$ cat config.mk
export PLATFORM = sky130hd
export DESIGN_NAME = xcs_compress
export DESIGN_NICKNAME = d
export VERILOG_FILES = /design/src/hdl/xcs_pkg.sv /design/src/hdl/xcs_compress.sv
export SDC_FILE = /design/constraint.sdc
export NUM_CORES = 2
export LEC_CHECK = 0
export BUFFER_PORTS_ARGS = -buffer_cell sky130_fd_sc_hd__clkbuf_2
export CORE_UTILIZATION = 45
export CTS_CLUSTER_DIAMETER = 40
export DETAILED_ROUTE_END_ITERATION = 12
export HOLD_SLACK_MARGIN = 0.12
export PLACE_DENSITY_LB_ADDON = 0.12
export SLEW_MARGIN = 20
export SYNTH_ARGS = -nofsm -noshare
export SYNTH_HDL_FRONTEND = slang
export SYNTH_SLANG_ARGS = --single-unit
$ cat constraint.sdc
create_clock -name clk -period 8.05 [get_ports clk]
set_clock_uncertainty 0.2 [all_clocks]
set_input_delay 1.2075 -clock clk [delete_from_list [all_inputs] [get_ports clk]]
set_output_delay 1.2075 -clock clk [all_outputs]
set_load 0.02 [all_outputs]
$ cat src/hdl/xcs_pkg.sv
package xcs_pkg;

	localparam int PadLength = 127;
	localparam int DigestBytes = 32;

	localparam logic MODE_SEAL = 1'b0;
	localparam logic MODE_OPEN = 1'b1;

	localparam logic [31:0] INIT_WORDS [8] = '{
		32'h6a09e667, 32'hbb67ae85, 32'h3c6ef372, 32'ha54ff53a,
		32'h510e527f, 32'h9b05688c, 32'h1f83d9ab, 32'h5be0cd19
	};

	localparam logic [31:0] ROUND_K [64] = '{
		32'h428a2f98, 32'h71374491, 32'hb5c0fbcf, 32'he9b5dba5,
		32'h3956c25b, 32'h59f111f1, 32'h923f82a4, 32'hab1c5ed5,
		32'hd807aa98, 32'h12835b01, 32'h243185be, 32'h550c7dc3,
		32'h72be5d74, 32'h80deb1fe, 32'h9bdc06a7, 32'hc19bf174,
		32'he49b69c1, 32'hefbe4786, 32'h0fc19dc6, 32'h240ca1cc,
		32'h2de92c6f, 32'h4a7484aa, 32'h5cb0a9dc, 32'h76f988da,
		32'h983e5152, 32'ha831c66d, 32'hb00327c8, 32'hbf597fc7,
		32'hc6e00bf3, 32'hd5a79147, 32'h06ca6351, 32'h14292967,
		32'h27b70a85, 32'h2e1b2138, 32'h4d2c6dfc, 32'h53380d13,
		32'h650a7354, 32'h766a0abb, 32'h81c2c92e, 32'h92722c85,
		32'ha2bfe8a1, 32'ha81a664b, 32'hc24b8b70, 32'hc76c51a3,
		32'hd192e819, 32'hd6990624, 32'hf40e3585, 32'h106aa070,
		32'h19a4c116, 32'h1e376c08, 32'h2748774c, 32'h34b0bcb5,
		32'h391c0cb3, 32'h4ed8aa4a, 32'h5b9cca4f, 32'h682e6ff3,
		32'h748f82ee, 32'h78a5636f, 32'h84c87814, 32'h8cc70208,
		32'h90befffa, 32'ha4506ceb, 32'hbef9a3f7, 32'hc67178f2
	};

	localparam logic [7:0] PAD_TABLE [128] = '{
		8'hA0, 8'h92, 8'hD1, 8'h06, 8'h07, 8'hDB, 8'h32, 8'hA1,
		8'hAE, 8'h01, 8'hF5, 8'hC5, 8'h1E, 8'h84, 8'h4F, 8'hE3,
		8'h53, 8'hCA, 8'h37, 8'hF4, 8'hA7, 8'hB0, 8'h4D, 8'hA0,
		8'h18, 8'hB7, 8'hC2, 8'h97, 8'hDA, 8'h5F, 8'h53, 8'h2B,
		8'h75, 8'hFA, 8'h48, 8'h16, 8'hF8, 8'hD4, 8'h8A, 8'h6F,
		8'h61, 8'h05, 8'hF4, 8'hE2, 8'hFD, 8'h04, 8'hB5, 8'hA3,
		8'h0F, 8'hFC, 8'h44, 8'h92, 8'hCB, 8'h32, 8'hE6, 8'h1B,
		8'hB9, 8'hB1, 8'h2E, 8'h01, 8'hB0, 8'h56, 8'h53, 8'h36,
		8'hD2, 8'hD1, 8'h50, 8'h3D, 8'hDE, 8'h5B, 8'h2E, 8'h0E,
		8'h52, 8'hFD, 8'hDF, 8'h2F, 8'h7B, 8'hCA, 8'h63, 8'h50,
		8'hA4, 8'h67, 8'h5D, 8'h23, 8'h17, 8'hC0, 8'h52, 8'hE1,
		8'hA6, 8'h30, 8'h7C, 8'h2B, 8'hB6, 8'h70, 8'h36, 8'h5B,
		8'h2A, 8'h27, 8'h69, 8'h33, 8'hF5, 8'h63, 8'h7B, 8'h36,
		8'h3F, 8'h26, 8'h9B, 8'hA3, 8'hED, 8'h7A, 8'h53, 8'h00,
		8'hA4, 8'h48, 8'hB3, 8'h50, 8'h9E, 8'h14, 8'hA0, 8'h52,
		8'hDE, 8'h7E, 8'h10, 8'h2B, 8'h1B, 8'h77, 8'h6E, 8'h00
	};

	localparam logic [7:0] SALT_INTRO [64] = '{
		8'h9E, 8'hC9, 8'h9C, 8'hD7, 8'h0E, 8'hD3, 8'h3C, 8'h44,
		8'hFB, 8'h93, 8'h03, 8'hDC, 8'hEB, 8'h39, 8'hB4, 8'h2A,
		8'h19, 8'h47, 8'hE9, 8'h63, 8'h4B, 8'hA2, 8'h33, 8'h44,
		8'h16, 8'hBF, 8'h82, 8'hA2, 8'hBA, 8'h63, 8'h55, 8'hB6,
		8'h3D, 8'h9D, 8'hF2, 8'h4B, 8'h5F, 8'h7B, 8'h6A, 8'hB2,
		8'h62, 8'h1D, 8'hC2, 8'h1B, 8'h68, 8'hE5, 8'hC8, 8'hB5,
		8'h3A, 8'h05, 8'h90, 8'h00, 8'hE8, 8'hA8, 8'h10, 8'h3D,
		8'hE2, 8'hEC, 8'hF0, 8'h0C, 8'hB2, 8'hED, 8'h4F, 8'h6D
	};

	localparam logic [7:0] SALT_OUTRO [64] = '{
		8'hD6, 8'hC0, 8'h1C, 8'h59, 8'h8B, 8'hC8, 8'hB8, 8'hCB,
		8'h46, 8'hE1, 8'h53, 8'hFC, 8'h82, 8'h8C, 8'h75, 8'h75,
		8'h13, 8'hE0, 8'h45, 8'hDF, 8'h32, 8'h69, 8'h3C, 8'h75,
		8'hF0, 8'h59, 8'hF8, 8'hD9, 8'hA2, 8'h5F, 8'hB2, 8'h17,
		8'hE0, 8'h80, 8'h52, 8'hDB, 8'hEA, 8'h89, 8'h73, 8'h99,
		8'h75, 8'h79, 8'hAF, 8'hCB, 8'h2E, 8'h80, 8'h07, 8'hE6,
		8'hF1, 8'h26, 8'hE0, 8'h03, 8'h0A, 8'hE6, 8'h6F, 8'hF6,
		8'h41, 8'hBF, 8'h7E, 8'h59, 8'hC2, 8'hAE, 8'h55, 8'hFD
	};

	// handshake between byte sequencer and compression engine
	typedef struct packed {
		logic start;
	} xcs_cmp_req_t;

	typedef struct packed {
		logic busy;
	} xcs_cmp_sts_t;

endpackage

$ cat src/hdl/xcs_compress.sv
module xcs_compress
	import xcs_pkg::*;
(
	input  logic         clk,
	input  logic         arst_n,
	input  xcs_cmp_req_t req,
	output xcs_cmp_sts_t sts,
	// block byte memory write port, owned by the sequencer
	input  logic         blk_we,
	input  logic [5:0]   blk_waddr,
	input  logic [7:0]   blk_wdata,
	// hash word reload and read
	input  logic         init_hash,
	input  logic [2:0]   hash_raddr,
	output logic [31:0]  hash_rdata
);

	typedef enum logic [1:0] {
		C_IDLE, C_LOAD, C_ROUND, C_FOLD
	} cstate_t;

	cstate_t     state_q;
	logic [7:0]  blk_mem [64];
	logic [7:0]  blk_rd_q;
	logic [31:0] w_q [16];
	logic [31:0] h_q [8];
	logic [31:0] v_q [8];
	logic [6:0]  cnt_q;
	logic [31:0] a_w, e_w, t1_w, t2_w, wnew_w;

	function automatic logic [31:0] rr(input logic [31:0] x, input int n);
		return (x >> n) | (x << (32 - n));
	endfunction

	// byte memory, one write and one registered read per cycle
	always_ff @(posedge clk) begin
		if (blk_we)
			blk_mem[blk_waddr] <= blk_wdata;
		blk_rd_q <= blk_mem[cnt_q[5:0]];
	end

	// round logic over the sliding 16-word schedule window
	assign a_w = v_q[0];
	assign e_w = v_q[4];
	assign wnew_w = (rr(w_q[14], 17) ^ rr(w_q[14], 19) ^ (w_q[14] >> 10)) + w_q[9]
		+ (rr(w_q[1], 7) ^ rr(w_q[1], 18) ^ (w_q[1] >> 3)) + w_q[0];
	assign t1_w = v_q[7] + (rr(e_w, 6) ^ rr(e_w, 11) ^ rr(e_w, 25))
		+ ((e_w & v_q[5]) ^ (~e_w & v_q[6])) + ROUND_K[cnt_q[5:0]] + w_q[0];
	assign t2_w = (rr(a_w, 2) ^ rr(a_w, 13) ^ rr(a_w, 22))
		+ ((a_w & v_q[1]) ^ (a_w & v_q[2]) ^ (v_q[1] & v_q[2]));

	// sequence the block: 64 byte loads, 64 rounds, then fold into the hash words
	always_ff @(posedge clk or negedge arst_n) begin
		if (!arst_n) begin
			state_q <= C_IDLE;
			cnt_q <= '0;
			for (int i = 0; i < 8; i++) begin
				h_q[i] <= INIT_WORDS[i];
				v_q[i] <= '0;
			end
			for (int i = 0; i < 16; i++) w_q[i] <= '0;
		end else begin
			unique case (state_q)
				C_IDLE: begin
					if (init_hash)
						for (int i = 0; i < 8; i++) h_q[i] <= INIT_WORDS[i];
					if (req.start) begin
						state_q <= C_LOAD;
						cnt_q <= '0;
					end
				end
				C_LOAD: begin
					// byte read is registered and arrives in the cycle after its address; shift bytes into the window
					if (cnt_q != 7'd0) begin
						for (int i = 0; i < 15; i++)
							w_q[i] <= {w_q[i][23:0], w_q[i + 1][31:24]};
						w_q[15] <= {w_q[15][23:0], blk_rd_q};
					end
					if (cnt_q == 7'd64) begin
						state_q <= C_ROUND;
						cnt_q <= '0;
						for (int i = 0; i < 8; i++) v_q[i] <= h_q[i];
					end else begin
						cnt_q <= 7'(cnt_q + 7'd1);
					end
				end
				C_ROUND: begin
					for (int i = 0; i < 15; i++) w_q[i] <= w_q[i + 1];
					w_q[15] <= wnew_w;
					v_q[7] <= v_q[6]; v_q[6] <= v_q[5]; v_q[5] <= v_q[4];
					v_q[4] <= v_q[3] + t1_w;
					v_q[3] <= v_q[2]; v_q[2] <= v_q[1]; v_q[1] <= v_q[0];
					v_q[0] <= t1_w + t2_w;
					if (cnt_q == 7'd63)
						state_q <= C_FOLD;
					cnt_q <= 7'(cnt_q + 7'd1);
				end
				C_FOLD: begin
					for (int i = 0; i < 8; i++) h_q[i] <= h_q[i] + v_q[i];
					state_q <= C_IDLE;
				end
			endcase
		end
	end

	assign sts.busy = (state_q != C_IDLE) || req.start;
	assign hash_rdata = h_q[hash_raddr];

endmodule

======== After elaboration in Yosys (flattened, before gate mapping) ========
Memories as Yosys holds them, arrays and structs flattened. A register that Yosys moved wholly into a read port is not among the register bits.
Cells that the tools add are included.
word-level totals
  input bits .............................. 22
  bits in registers ....................... 1033
  word-level logic and storage cells ...... 128
  ROM bits ................................ 2048
  RAM bits ................................ 512
  output and inout port bits .............. 33
  memories kept ........................... 2
memories
  name              words  width  rd ports  clocked after memory_dff  wr ports  RTL line            source
  (name not given)  64     32     1         0                         0         xcs_compress.sv:48  + ((e_w & v_q[5]) ^ (~e_w & v_q[6])) + ROUND_K[cnt_q[5:0]] + w_q[0];
  blk_mem           64     8      1         1                         1         xcs_compress.sv:23  logic [7:0] blk_mem [64];
operators by class
  reductions and logical operators ........ 12
  multiplexer cells ....................... 20
  bitwise logic cells ..................... 29
  add/sub/neg operators ................... 19
  equal/unequal tests ..................... 10
  order comparisons ....................... 2
operators with widths
  kind                                     count
  one-hot mux 256 bit (2 select lines)     2
  one-hot mux 512 bit (2 select lines)     1
  adder 32 bit                             18
  2-to-1 mux 256 bit                       2
  2-to-1 mux 512 bit                       1
  bitwise XOR 32 bit                       9
  bitwise AND 32 bit                       5
  2-to-1 mux 32 bit                        4
  binary-select mux 32 bit (select 3 bit)  1
  NOT 32 bit                               1
  OR 10 x 32 -> 32 bit                     1
  OR 13 x 32 -> 32 bit                     1
  OR 14 x 32 -> 32 bit                     1
  OR 15 x 32 -> 32 bit                     1
  OR 19 x 32 -> 32 bit                     1
  OR 21 x 32 -> 32 bit                     1
  OR 25 x 32 -> 32 bit                     1
  OR 26 x 32 -> 32 bit                     1
  OR 30 x 32 -> 32 bit                     1
  OR 7 x 32 -> 32 bit                      1
  bitwise XOR 32 x 22 -> 32 bit            1
  bitwise XOR 32 x 29 -> 32 bit            1
  one-hot mux 7 bit (3 select lines)       1
  2-to-1 mux 7 bit                         2
  other kinds (20)                         33

======== Longest topological paths before layout ========
  word-level depth ........................ 9
  mapped depth ............................ 41
  gate-level depth less buffers ........... 38

======== Worst setup path after synthesis ========
OpenSTA, ideal clock, no wires.
  path type ............................... reg-to-reg
  start ................................... register cnt_q[1]
  end ..................................... register v_q, in the netlist a_w[30]
  path buffers ............................ 5
  setup time .............................. 128 ps
  arrival time ............................ 7819 ps
  cell stages (with the launch flop) ...... 40
  clock period less this slack ............ 8148 ps
  path slack .............................. -98 ps
  cell sequence ........................... dfrtp_1 > clkbuf_1 > clkbuf_1 > clkbuf_1 > inv_1 > ha_1 > clkbuf_1 > clkbuf_1 > o32ai_1 > o21ai_0 > a21oi_1 > fa_1 > inv_1 > ha_1 > inv_1 > fa_1 > nor2b_1 > o21ai_1 > (+4 left out) > o21bai_1 > a21oi_1 > xnor2_1 > inv_1 > fa_1 > inv_1 > ha_1 > a21o_1 > a21o_1 > a21o_1 > a21o_1 > a211o_1 > a22o_1 > o21ba_2 > nand3_1 > nand2_1 > xnor2_1 > o22ai_1
on the way
  cells in the longest elaborated chain, start to end .. 8
  elaborated cells on any way between the ends .. 11
ends and longest elaborated chain
  element                                                RTL line            source
  from (decl)                                            xcs_compress.sv:28  logic [6:0] cnt_q;
  from (signal assigned)                                 xcs_compress.sv:84  cnt_q <= 7'(cnt_q + 7'd1);
  from (signal assigned)                                 xcs_compress.sv:96  cnt_q <= 7'(cnt_q + 7'd1);
  NOT 6 -> 7 bit (not written as such)                   xcs_compress.sv:48
  memory read (64 x 32 bit)                              --
  2-to-1 mux 32 bit (not written as such) (2 in series)  xcs_compress.sv:48
  adder 32 bit (2 in series)                             xcs_compress.sv:48
  adder 32 bit                                           xcs_compress.sv:93  v_q[0] <= t1_w + t2_w;
  one-hot mux 256 bit (2 select lines)                   xcs_compress.sv:63  unique case (state_q)
  to (decl)                                              xcs_compress.sv:27  logic [31:0] v_q [8];
Parallel ways exist; a longest one is shown, timed or not. The select of a mux whose other input is x is not followed.
A chain may end at the register's enable or synchronous reset.

======== Worst setup path after layout ========
Same ends and word-level chain as after synthesis.

==> run metrics <==
status=complete, no violations; critical path buffer and inverter count=8; cell at the slowest stage of the critical path=fa_1; total gr overflow=0; Critical Path Sink Type=flip-flop; Critical Path AT=8.29 ns; antenna violations before repair=15; Fin. Hold Viols=0; post-synth cell types=91; mean post-synth cell area=10.5 um2; post-DP HPWL=220000 um; Core Region=0.209 mm2; Post-synth EDFFs=512; routed vias/inst=5.75; Syn-to-layout area delta=15.3%; Slew @ Worst Pin=1.20 ns; CTS Sinks=1553; ratio of final minimum period to clock period=96.4%; unrepaired setup endpoints after global routing=true; syn nets=9683; Syn. warnings=0; die width=461 um; die area=0.212 mm2; share of layout cells above drive strength 1=14.4%; CTS Buffer Depth=4; # Max-Cap Violations=0; Final ANT Viol Nets=0; Synth area leaders=dfrtp_1 24%, edfxtp_1 16%, mux2i_1 7.8%, o21ai_0 5.7%, mux4_2 5.6%; Period minus WS final=7.76 ns; WP data required=8.58 ns; H-Tree Depth=5; chip height=461 um; Finish-stage setup viols=0; CP top delay family=compound AO/OA/AOI/OAI gates; routability-driven placement congestion ratio=0.969; worst hold slack=0.273 ns; Mapped Cells=9064; Rel. slew slack=20.1%; Pre-antenna DRT Iters=6; Worst-Skew Late Latency=0.94 ns; Critical Path Source Type=flip-flop; sequential fraction of the synthesis area=43.9%; Rows=168; CTS buffer count=303; first-pass GRT wire length=457000 um; Worst Hold Class=flip-flop to flip-flop; Largest stage delay, worst path=0.53 ns; CTS tree=done; vias in the first global route=69500; Peak Freq=0.129 GHz; dominant cell type by area after synthesis=dfrtp_1; critical path fanouts, max=9; fillers=18500; Synth async-reset ratio=66.5%; Max Slew Vio Count=0; Overall Global Routing Usage=28.7%; Storage cell area=0.0416 mm2; Vias=70000; Routed WL=305000 um; post-synth top area share=23.7%; pin count of the biggest net entering global routing=248; Initial Util=45.3%; Synth Flop Type=dfrtp_1; Mapped Area=0.0947 mm2; first-iteration detailed-routing DRC count=5881; kind of critical path=flip-flop to flip-flop; port bufs=54; root buf cell=clkbuf_16; Yosys reg bits=1553; NumNets Final=9753; # IOs=55; # DRC=0; Reg clk slew, reported paths=0.04 ns; post-DR wirelength/cell=25.0 um; area occupied by multi-input gates=0.0494 mm2
[layer usage]
metal	share of wire [%]	global-route usage (%)	vias up	routed length (um)
li1	-	-	32500	-
met1	43	38.3	34700	130000
met2	47	46.2	2178	143000
met3	5.4	4.28	635	16600
met4	4.8	12.7	2	14600
met5	0.0056	0	-	17
[cells in the mapped netlist (136+ instances only)]
| library cell | number |
|---|---|
| mux4_2 | 237 |
| mux2i_1 | 739 |
| xnor2_1 | 326 |
| nand2_1 | 1088 |
| clkbuf_1 | 498 |
| nor2_1 | 434 |
| edfxtp_1 | 512 |
| xor2_1 | 242 |
| fa_1 | 197 |
| ha_1 | 400 |
| dfrtp_1 | 897 |
| inv_1 | 495 |
| a21oi_1 | 483 |
| dfstp_2 | 136 |
| a21o_1 | 189 |
| o21ai_0 | 1073 |
[cell families (layout without fill, tap and decap cells)]
kind of cell,Yosys count,in the layout,synth area share [%]
AOI/OAI and AO/OA,2289,2289,14.3
xor gates and xnor gates,568,568,5.25
adders and majority gates,599,599,9.47
buffers and inverters,1068,1365,4.24
DFF,1553,1553,43.9
muxes,1041,1041,14.2
other,0,7,0
and+or+nand+nor,1946,1946,8.72
[worst register-to-register path: cells and delay by family (launching register included)]
kind	cells	cell delay [ns]
AO/OA/AOI/OAI	16	2.94
XOR/XNOR	2	0.33
adder cells (fa/ha/maj)	5	1.80
buffers and inverters	8	0.99
flip-flops	1	0.46
AND/OR/NAND/NOR	6	0.90
[state kept, by name, summed over array words and instances (netlist names)]
signal and flops:
w_q 512, h_q 256, v_q 192, state_q 2
blk_rd_q 8, cnt_q 7, a_w 32, blk_mem 512
e_w 32
[per-stage QoR]
step           instance area, um2  worst slack, ns  setup TNS (ns)  util, %  cells
3_3_place_gp                98800           0.0204               0     47.2  11600
6_report                   109000            0.287               0     52.2  12200
2_1_floorplan               94700           0.0444               0        -   9064
3_5_place_dp                98800          0.00994               0     47.2  11600
5_1_grt                    109000          -0.0685          -0.162     52.2  12200
4_1_cts                    109000           0.0135               0     52.1  12200
[final timing paths]
kind	startpoint	endpoint	cells after the start	slack (ns)
max	cnt_q[1]$_DFFE_PN0P_	a_w[30]$_DFFE_PN0P_	37	0.29
min	w_q[509]$_DFFE_PN0P_	w_q[509]$_DFFE_PN0P_	2	0.27
max reg2reg	cnt_q[1]$_DFFE_PN0P_	a_w[30]$_DFFE_PN0P_	37	0.29
min reg2reg	w_q[509]$_DFFE_PN0P_	w_q[509]$_DFFE_PN0P_	2	0.27
max in group asynchronous	arst_n	w_q[303]$_DFFE_PN0P_	4	5.14
min in group asynchronous	arst_n	cnt_q[0]$_DFFE_PN0P_	2	0.59
[area by class of cell]
cell class / count / share of cell area [%]
antenna: 7 / 0.0160
clock buffer: 365 / 7.48
clock inverter: 167 / 1.90
inverter: 499 / 1.72
multi-input combinational: 6443 / 45.2
sequential: 1553 / 38.1
tap: 2805 / 3.21
timing repair buffer: 334 / 2.40
[cell usage in the layout, fill, tap and decap left out, types with 50 or more instances in the layout]
cell type,netlist,routed
nand2_1,1088,1087
o21ai_0,1073,1072
dfrtp_1,897,892
mux2i_1,739,738
edfxtp_1,512,512
inv_1,495,494
a21oi_1,483,479
nor2_1,434,433
ha_1,400,395
xnor2_1,326,325
clkbuf_16,0,308
buf_4,0,262
xor2_1,242,242
mux4_2,237,237
fa_1,197,197
a21o_1,189,188
dfstp_2,136,136
nand3_1,81,81
mux2_2,65,64
nor3_1,65,63
nand2b_1,58,58
o21bai_1,52,52
o21a_1,52,51
clkbuf_2,0,51
a211oi_1,55,50
[repair_timing]
action / CTS / global route
endpoints found under the setup margin: 3 / 17
buffers inserted: 0 / 3
hold endpoints to repair: 29 / 0
pin swaps: 0 / 3
hold buffers: 1 / 0
cloned: 0 / 0
resized for setup: 1 / 28
Power is not shown: default switching activity piles up to over one toggle a cycle in this logic, so the estimate is an artifact.
